==> config.mk <==
export PLATFORM = sky130hd
export DESIGN_NAME = pareto_frontier_insert
export DESIGN_NICKNAME = d
export VERILOG_FILES = /design/src/hdl/pfi_pkg.sv /design/src/hdl/pfi_cell.sv /design/src/hdl/pareto_frontier_insert.sv
export SDC_FILE = /design/constraint.sdc
export NUM_CORES = 2
export LEC_CHECK = 0
export BUFFER_PORTS_ARGS = -buffer_cell sky130_fd_sc_hd__buf_2
export CELL_PAD_IN_SITES_DETAIL_PLACEMENT = 1
export CELL_PAD_IN_SITES_GLOBAL_PLACEMENT = 2
export CORE_MARGIN = 2
export CORE_UTILIZATION = 44
export CTS_BUF_LIST = sky130_fd_sc_hd__clkbuf_2 sky130_fd_sc_hd__clkbuf_4 sky130_fd_sc_hd__clkbuf_8
export CTS_CLUSTER_SIZE = 12
export DETAILED_ROUTE_END_ITERATION = 8
export PLACE_DENSITY = 0.95
export SLEW_MARGIN = 20
export SYNTH_ARGS = -nofsm -noshare
export SYNTH_HDL_FRONTEND = slang
export SYNTH_SLANG_ARGS = --single-unit
==> constraint.sdc <==
create_clock -name clk -period 10.07 [get_ports clk]
set_clock_uncertainty 0.15 [all_clocks]
set_input_delay 0.5035 -clock clk [delete_from_list [all_inputs] [get_ports clk]]
set_output_delay 0.5035 -clock clk [all_outputs]
set_load 0.01 [all_outputs]
==> src/hdl/pfi_pkg.sv <==
`timescale 1ns / 1ps
// Shared types and codes for the Pareto frontier insertion block.
// Used by pfi_cell and pareto_frontier_insert; depends on nothing.
package pfi_pkg;

    localparam int FRONTIER_DEPTH_DEF = 16;
    localparam int TIME_W             = 32;
    localparam int COST_W             = 32;
    localparam int STATUS_W           = 2;
    localparam int POS_OUT_W          = 4;
    localparam int CNT_OUT_W          = 5;

    typedef struct packed {
        logic [TIME_W-1:0] arr_time;
        logic [COST_W-1:0] cost;
    } entry_t;

    typedef enum logic [1:0] {
        OP_HOLD = 2'd0,
        OP_SHL  = 2'd1,
        OP_SHR  = 2'd2
    } cell_op_t;

    typedef struct packed {
        cell_op_t op;
        entry_t   item;
    } cell_ctrl_t;

    typedef struct packed {
        logic lt;
        logic dom;
        logic prune;
        logic is_pos;
    } cell_flag_t;

    typedef enum logic [STATUS_W-1:0] {
        STAT_INSERTED  = 2'd0,
        STAT_DOMINATED = 2'd1,
        STAT_FULL      = 2'd2,
        STAT_CLEARED   = 2'd3
    } status_t;

    typedef enum logic [4:0] {
        S_IDLE   = 5'b00001,
        S_EVAL   = 5'b00010,
        S_PRUNE  = 5'b00100,
        S_PLACE  = 5'b01000,
        S_REPORT = 5'b10000
    } state_t;

endpackage

==> src/hdl/pfi_cell.sv <==
`timescale 1ns / 1ps
// One frontier cell: holds a label, compares it with the pending item and
// shifts toward either neighbor. Depends on pfi_pkg.
module pfi_cell
    import pfi_pkg::*;
#(
    parameter int IDX   = 0,
    parameter int CNT_W = 5
)
(
    input  logic             clk,
    input  cell_ctrl_t       ctrl,
    input  logic [CNT_W-1:0] count,
    input  entry_t           left_entry,
    input  logic             left_lt,
    input  entry_t           right_entry,
    output entry_t           entry,
    output cell_flag_t       flag
);

    entry_t entry_reg;
    entry_t entry_next;
    logic   valid;
    logic   t_lt;
    logic   t_le;
    logic   c_le;
    logic   c_ge;

    assign valid = (count > CNT_W'(IDX));
    assign t_lt  = entry_reg.arr_time <  ctrl.item.arr_time;
    assign t_le  = entry_reg.arr_time <= ctrl.item.arr_time;
    assign c_le  = entry_reg.cost     <= ctrl.item.cost;
    assign c_ge  = entry_reg.cost     >= ctrl.item.cost;

    always_comb
    begin
        flag.lt     = valid & t_lt;
        flag.dom    = valid & t_le & c_le;
        flag.prune  = valid & ~t_lt & c_ge;
        flag.is_pos = ~(valid & t_lt) & left_lt;
    end

    always_comb
    begin
        entry_next = entry_reg;
        case (ctrl.op)
            OP_HOLD:
            begin
                entry_next = entry_reg;
            end
            OP_SHL:
            begin
                if (!flag.lt)
                begin
                    entry_next = right_entry;
                end
            end
            OP_SHR:
            begin
                if (flag.is_pos)
                begin
                    entry_next = ctrl.item;
                end
                else if (!flag.lt)
                begin
                    entry_next = left_entry;
                end
            end
            default:
            begin
                entry_next = entry_reg;
            end
        endcase
    end

    always_ff @(posedge clk)
    begin
        entry_reg <= entry_next;
    end

    assign entry = entry_reg;

endmodule

==> src/hdl/pareto_frontier_insert.sv <==
`timescale 1ns / 1ps
// Top level of the Pareto frontier insertion block: control sequencer,
// result register and the row of pfi_cell instances. Depends on pfi_pkg.
//
//  group  dir  tdata (low bit up)                         tuser
//  s_*    in   arr_time[31:0], cost[63:32]                mode
//  m_*    out  insert_position[3:0], pruned_count[8:4],   status
//              entry_count[13:9], zero[15:14]
//
// An item is taken in the idle state and evaluated; then each pruned label
// is removed by a left shift through the cell row (plus a final prune step
// that sees the run end), then the item is placed and the result reported.
// Clear and rejected items go from evaluation straight to the report step.
// Reset empties the frontier at once; label storage is not cleared.
// A stalled output holds the block in its report step; no item is taken.
module pareto_frontier_insert
    import pfi_pkg::*;
#(
    parameter int FRONTIER_DEPTH = FRONTIER_DEPTH_DEF
)
(
    input  logic        clk,
    input  logic        rst_n,
    input  logic        s_tvalid,
    output logic        s_tready,
    input  logic [63:0] s_tdata,   // arr_time[31:0], cost[63:32]
    input  logic        s_tuser,   // mode
    output logic        m_tvalid,
    input  logic        m_tready,
    output logic [15:0] m_tdata,   // insert_position, pruned_count, entry_count
    output logic [1:0]  m_tuser    // status
);

    localparam int CNT_W = $clog2(FRONTIER_DEPTH + 1);
    localparam int IDX_W = $clog2(FRONTIER_DEPTH);

    state_t            state_reg, state_next;
    logic              mode_reg, mode_next;
    entry_t            item_reg, item_next;
    logic [CNT_W-1:0]  count_reg, count_next;
    logic [CNT_W-1:0]  pruned_reg, pruned_next;
    status_t           res_status_reg, res_status_next;
    logic [IDX_W-1:0]  res_pos_reg, res_pos_next;
    logic [CNT_W-1:0]  res_cnt_reg, res_cnt_next;
    logic              m_tvalid_reg, m_tvalid_next;
    logic [15:0]       m_tdata_reg, m_tdata_next;
    logic [1:0]        m_tuser_reg, m_tuser_next;

    cell_ctrl_t        ctrl;
    entry_t            entries [FRONTIER_DEPTH];
    cell_flag_t        flags   [FRONTIER_DEPTH];
    logic [FRONTIER_DEPTH-1:0] dom_vec;
    logic [FRONTIER_DEPTH-1:0] prune_vec;
    logic              any_dom;
    logic              any_prune;
    logic [IDX_W-1:0]  pos;
    logic              s_fire;
    logic              out_free;
    logic [31:0]       pos_ext;
    logic [31:0]       pruned_ext;
    logic [31:0]       cnt_ext;

    genvar gi;
    generate
        for (gi = 0; gi < FRONTIER_DEPTH; gi++)
        begin : g_cell
            entry_t left_e;
            entry_t right_e;
            logic   left_l;

            if (gi == 0)
            begin : g_first
                assign left_e = ctrl.item;
                assign left_l = 1'b1;
            end
            else
            begin : g_mid
                assign left_e = entries[gi-1];
                assign left_l = flags[gi-1].lt;
            end

            if (gi == FRONTIER_DEPTH - 1)
            begin : g_last
                assign right_e = ctrl.item;
            end
            else
            begin : g_inner
                assign right_e = entries[gi+1];
            end

            pfi_cell #(
                .IDX   (gi),
                .CNT_W (CNT_W)
            ) u_cell (
                .clk         (clk),
                .ctrl        (ctrl),
                .count       (count_reg),
                .left_entry  (left_e),
                .left_lt     (left_l),
                .right_entry (right_e),
                .entry       (entries[gi]),
                .flag        (flags[gi])
            );

            assign dom_vec[gi]   = flags[gi].dom;
            assign prune_vec[gi] = flags[gi].prune;
        end
    endgenerate

    assign any_dom   = |dom_vec;
    assign any_prune = |prune_vec;

    always_comb
    begin
        pos = '0;
        for (int i = 0; i < FRONTIER_DEPTH; i++)
        begin
            if (flags[i].is_pos)
            begin
                pos = pos | IDX_W'(i);
            end
        end
    end

    assign s_tready = (state_reg == S_IDLE);
    assign s_fire   = s_tvalid & s_tready;
    assign out_free = ~m_tvalid_reg | m_tready;

    always_comb
    begin
        ctrl.item = item_reg;
        ctrl.op   = OP_HOLD;
        if ((state_reg == S_PRUNE) && any_prune)
        begin
            ctrl.op = OP_SHL;
        end
        else if (state_reg == S_PLACE)
        begin
            ctrl.op = OP_SHR;
        end
    end

    assign pos_ext    = 32'(res_pos_reg);
    assign pruned_ext = 32'(pruned_reg);
    assign cnt_ext    = 32'(res_cnt_reg);

    always_comb
    begin
        state_next      = state_reg;
        mode_next       = mode_reg;
        item_next       = item_reg;
        count_next      = count_reg;
        pruned_next     = pruned_reg;
        res_status_next = res_status_reg;
        res_pos_next    = res_pos_reg;
        res_cnt_next    = res_cnt_reg;
        m_tvalid_next   = m_tvalid_reg;
        m_tdata_next    = m_tdata_reg;
        m_tuser_next    = m_tuser_reg;

        if (m_tvalid_reg && m_tready)
        begin
            m_tvalid_next = 1'b0;
        end

        case (state_reg)
            S_IDLE:
            begin
                if (s_fire)
                begin
                    mode_next          = s_tuser;
                    item_next.arr_time = s_tdata[31:0];
                    item_next.cost     = s_tdata[63:32];
                    pruned_next        = '0;
                    state_next         = S_EVAL;
                end
            end
            S_EVAL:
            begin
                res_pos_next = '0;
                if (mode_reg)
                begin
                    count_next      = '0;
                    res_status_next = STAT_CLEARED;
                    res_cnt_next    = '0;
                    state_next      = S_REPORT;
                end
                else if (any_dom)
                begin
                    res_status_next = STAT_DOMINATED;
                    res_cnt_next    = count_reg;
                    state_next      = S_REPORT;
                end
                else if ((count_reg == CNT_W'(FRONTIER_DEPTH)) && !any_prune)
                begin
                    res_status_next = STAT_FULL;
                    res_cnt_next    = count_reg;
                    state_next      = S_REPORT;
                end
                else if (any_prune)
                begin
                    state_next = S_PRUNE;
                end
                else
                begin
                    state_next = S_PLACE;
                end
            end
            S_PRUNE:
            begin
                if (any_prune)
                begin
                    count_next  = count_reg - CNT_W'(1);
                    pruned_next = pruned_reg + CNT_W'(1);
                end
                else
                begin
                    state_next = S_PLACE;
                end
            end
            S_PLACE:
            begin
                count_next      = count_reg + CNT_W'(1);
                res_status_next = STAT_INSERTED;
                res_pos_next    = pos;
                res_cnt_next    = count_reg + CNT_W'(1);
                state_next      = S_REPORT;
            end
            S_REPORT:
            begin
                if (out_free)
                begin
                    m_tvalid_next = 1'b1;
                    m_tuser_next  = res_status_reg;
                    m_tdata_next  = {2'b00,
                                     cnt_ext[CNT_OUT_W-1:0],
                                     (res_status_reg == STAT_INSERTED) ?
                                         pruned_ext[CNT_OUT_W-1:0] : 5'd0,
                                     pos_ext[POS_OUT_W-1:0]};
                    state_next    = S_IDLE;
                end
            end
            default:
            begin
                state_next = S_IDLE;
            end
        endcase
    end

    always_ff @(posedge clk or negedge rst_n)
    begin
        if (!rst_n)
        begin
            state_reg    <= S_IDLE;
            count_reg    <= '0;
            m_tvalid_reg <= 1'b0;
        end
        else
        begin
            state_reg    <= state_next;
            count_reg    <= count_next;
            m_tvalid_reg <= m_tvalid_next;
        end
    end

    always_ff @(posedge clk)
    begin
        mode_reg       <= mode_next;
        item_reg       <= item_next;
        pruned_reg     <= pruned_next;
        res_status_reg <= res_status_next;
        res_pos_reg    <= res_pos_next;
        res_cnt_reg    <= res_cnt_next;
        m_tdata_reg    <= m_tdata_next;
        m_tuser_reg    <= m_tuser_next;
    end

    assign m_tvalid = m_tvalid_reg;
    assign m_tdata  = m_tdata_reg;
    assign m_tuser  = m_tuser_reg;

    a_count_bound: assert property (@(posedge clk) disable iff (!rst_n)
        count_reg <= CNT_W'(FRONTIER_DEPTH))
        else $error("frontier count above depth");

    a_place_room: assert property (@(posedge clk) disable iff (!rst_n)
        (state_reg == S_PLACE) |-> (count_reg < CNT_W'(FRONTIER_DEPTH)))
        else $error("placement into a full frontier");

    a_prune_nonempty: assert property (@(posedge clk) disable iff (!rst_n)
        ((state_reg == S_PRUNE) && any_prune) |-> (count_reg != '0))
        else $error("prune step on an empty frontier");

    a_result_source: assert property (@(posedge clk) disable iff (!rst_n)
        $rose(m_tvalid_reg) |-> $past(state_reg == S_REPORT))
        else $error("result raised outside the report step");

endmodule
==> run metrics <==
outcome=finished, final reports clean; Setup CP Type=register to register; TritonCTS clock tree=done; final worst slack=around 2.4 ns; Sw Pwr=5200 µW; Setup WS pre-CTS=2.71 ns; I/O Pins=just under 90; Synth cell types=slightly below 90; final WL=319 mm; sequential power share=40.2%; area leader, netlist=edfxtp_1; Primary FF master, synth=edfxtp_1; syn_area_per_cell=9.67 µm²; wl on met1=about 130 mm; number of max-cap violations=0; antenna violations before repair=17; Final Cycle Share=about three quarters; register area=0.0339 mm²; met3 WL post-DR=30.2 mm; fin cells=10511; DR vias/cell=6.48; Initial Util=44.3%; Pre-antenna DRT Iters=5; Fin. Hold Viols=0; number of buffers created by CTS=210; CP Launch Type=register; Worst Hold Class=primary input to register; ys async rst share=0.972%; Peak Freq=0.130 GHz; unrepaired setup endpoints after global routing=false; layout cells sized above 1=7.62%; Clock Path Buffers=3; Min-Delay Path Depth=2; multi-input combinational cell area=about 0.04 mm²; Cell Pwr Density=167 mW/mm²; area fraction of the dominant cell type after synthesis=43.7%; Pins Over Slew Limit=0; GP Congestion=0.996; met2 WL post-DR=143 mm; first-pass GRT wire length=around 460 mm; # port buffers=86; H-tree Lvls=4; area delta synth->final=10.3%; Worst Path Arrival=8.15 ns; register area share after synthesis=44.1%; P_int=8990 µW; Final nets=9116; Clk pwr share=32.3%; clk_lat worst skew=1.02 ns; Final Power=about 14000 µW; Final Util=48.8%; Final ANT Viol Nets=0; CP max FO=29; Post-synth EDFFs=1121; Logic pwr share=27.5%; vias in the first global route=68693; max reg flops=1024; placed cell count=10050; critical path capture point type=register; min cycle time layout=7.70 ns; switch share=a little over a third; # rows=153; Die Span Y=422 µm; WP data required=10.52 ns; CTS Hold Buffers Added=77; DR iter-0 viols=just over 8000; Synth Cell Area=0.0769 mm²; routed len/inst=30.3 µm; grt ovf=0; Core Area=0.174 mm²; top post-synthesis cells by area=edfxtp_1 44%, ha_1 17%, o21ai_0 7.5%, nand2_1 6.3%, mux2i_1 6.0%; cells after synthesis=between 7000 and 8000; Post-CTS Setup Bufs=0; # clock sinks=1132; largest net degree at the start of global routing=302; vias post-DR=68132; Max-slew headroom=7.49%; highest metal used=met5; Synth Warn #=0; maximum vdd drop=around 0.00012 V; fillcell total=19626; CTS-repair resized insts=0; setup TNS=0 ns; Tot GR Track Use=34.8%; die area=around 0.18 mm²; Die W=422 µm; leakage=about 0.034 µW; Register-to-Register Path Depth=13; count of final setup violators=0; root buffer cell=clkbuf_8; DP HPWL=roughly 220 mm; Tightest Pin Transition=1.35 ns; Seq cells post-synth=1132; clock-pin slew on the worst setup and hold paths=0.06 ns; # DRC=0
power groups by stage:
stage / Sequential (µW) / Clock (µW) / Combinational, µW
after floorplan: 5590 / 0 / 2320
after global placement: 5780 / 0 / 3540
after detailed placement: 5800 / 0 / 3730
after CTS: 5700 / 4620 / 3780
after global routing: 5720 / 4820 / 4190
final: 5710 / 4580 / 3890
path summary, 6_finish.rpt:
path	endpoint	startpoint	slack, ns
max in group asynchronous	m_tvalid$_DFF_PN0_	rst_n	8.89
min in group asynchronous	count_reg[3]$_DFFE_PN0P_	rst_n	0.45
worst min register to register	m_tdata[10]$_DFFE_PP_	res_cnt_reg[1]$_DFFE_PP_	0.29
worst max register to register	g_cell[6].u_cell.entry[42]$_DFFE_PP_	ctrl[43]$_DFFE_PP_	2.37
worst min-delay path	ctrl[57]$_DFFE_PP_	s_tdata[25]	0.05
worst max-delay path	g_cell[6].u_cell.entry[42]$_DFFE_PP_	ctrl[43]$_DFFE_PP_	2.37
stage by stage:
stage	hold WS, ns	cell area (µm²)
finish	0.0524	84900
detailed placement	0.262	79900
global placement	0.253	79800
floorplan	0.0579	77000
CTS	0.000503	84800
global route	0.0395	84800
kinds of logic (layout without fill, tap and decap cells):
| logic type | after synthesis | count (layout) | synth area share, % |
|---|---|---|---|
| compound gates | 2359 | 2359 | 16.7 |
| xor+xnor | 4 | 4 | 0.0455 |
| fa+ha+maj | 1031 | 1031 | 16.8 |
| buf+inv | 591 | 815 | 3.04 |
| flops | 1132 | 1132 | 44.1 |
| mux | 462 | 462 | 6.03 |
| other cells | 1 | 7 | 0.00487 |
| simple gates | 2376 | 2376 | 13.3 |
placed cells by master (no fill, tap or decap), types with 29 or more instances in the layout:
master,n
nand2_1,1285
o21ai_0,1158
edfxtp_1,1121
ha_1,1031
a21oi_1,853
nor2_1,552
mux2i_1,458
clkbuf_8,219
nand4_1,188
buf_4,126
clkinv_1,108
nand3_1,107
buf_2,86
inv_1,78
dlygate4sd3_1,77
a21o_1,72
clkbuf_4,71
a221oi_1,40
nor4_1,38
nor3_1,33
o211ai_1,31
nor2b_1,29
layout make-up:
cell class / count / area share [%]
Antenna cell: 5 / 0.0147
Clock buffer: 290 / 4.18
Clock inverter: 87 / 0.644
Inverter: 141 / 0.624
Multi-Input combinational cell: 6234 / 48.4
Sequential cell: 1132 / 40.0
Tap cell: 2325 / 3.43
Timing Repair Buffer: 297 / 2.73
layer usage:
metal	global-route usage, %	vias up
met5	0	-
met4	17.1	10
met3	6.48	854
met2	54.3	3549
met1	46.5	33985
li1	-	29734
critical path: stages (launching register included):
cell      delay [ns]
edfxtp_1        0.55
clkinv_1        0.84
ha_1            0.69
nand4_1         0.27
nor4_1          1.00
o21ai_0         0.62
a31oi_1         0.53
o21bai_1        0.17
o22ai_1         0.17
nor3_2          0.08
nand4_4         0.20
o21ai_4         0.21
a21oi_4         0.89
buf_4           0.74
cell usage after synthesis, types with 8 or more instances:
cell and number:
nand2_1 1289, o21ai_0 1159, edfxtp_1 1121, ha_1 1031
a21oi_1 864, nor2_1 555, mux2i_1 458, clkbuf_1 371
nand4_1 188, nand3_1 108, inv_1 78, a21o_1 72
buf_2 66, clkinv_1 63, nor4_1 50, a221oi_1 40
nor3_1 37, o211ai_1 31, nor2b_1 30, a211oi_1 27
and4_1 26, a221o_1 23, and2_1 17, a21boi_0 15
a31oi_1 15, nand2b_1 15, buf_4 11, dfrtp_1 10
o21a_1 10, o21ai_1 10, a2111oi_0 8, and2_0 8
o31ai_1 8, or4_1 8
No activity file was read; power rests on OpenSTA's default activity.
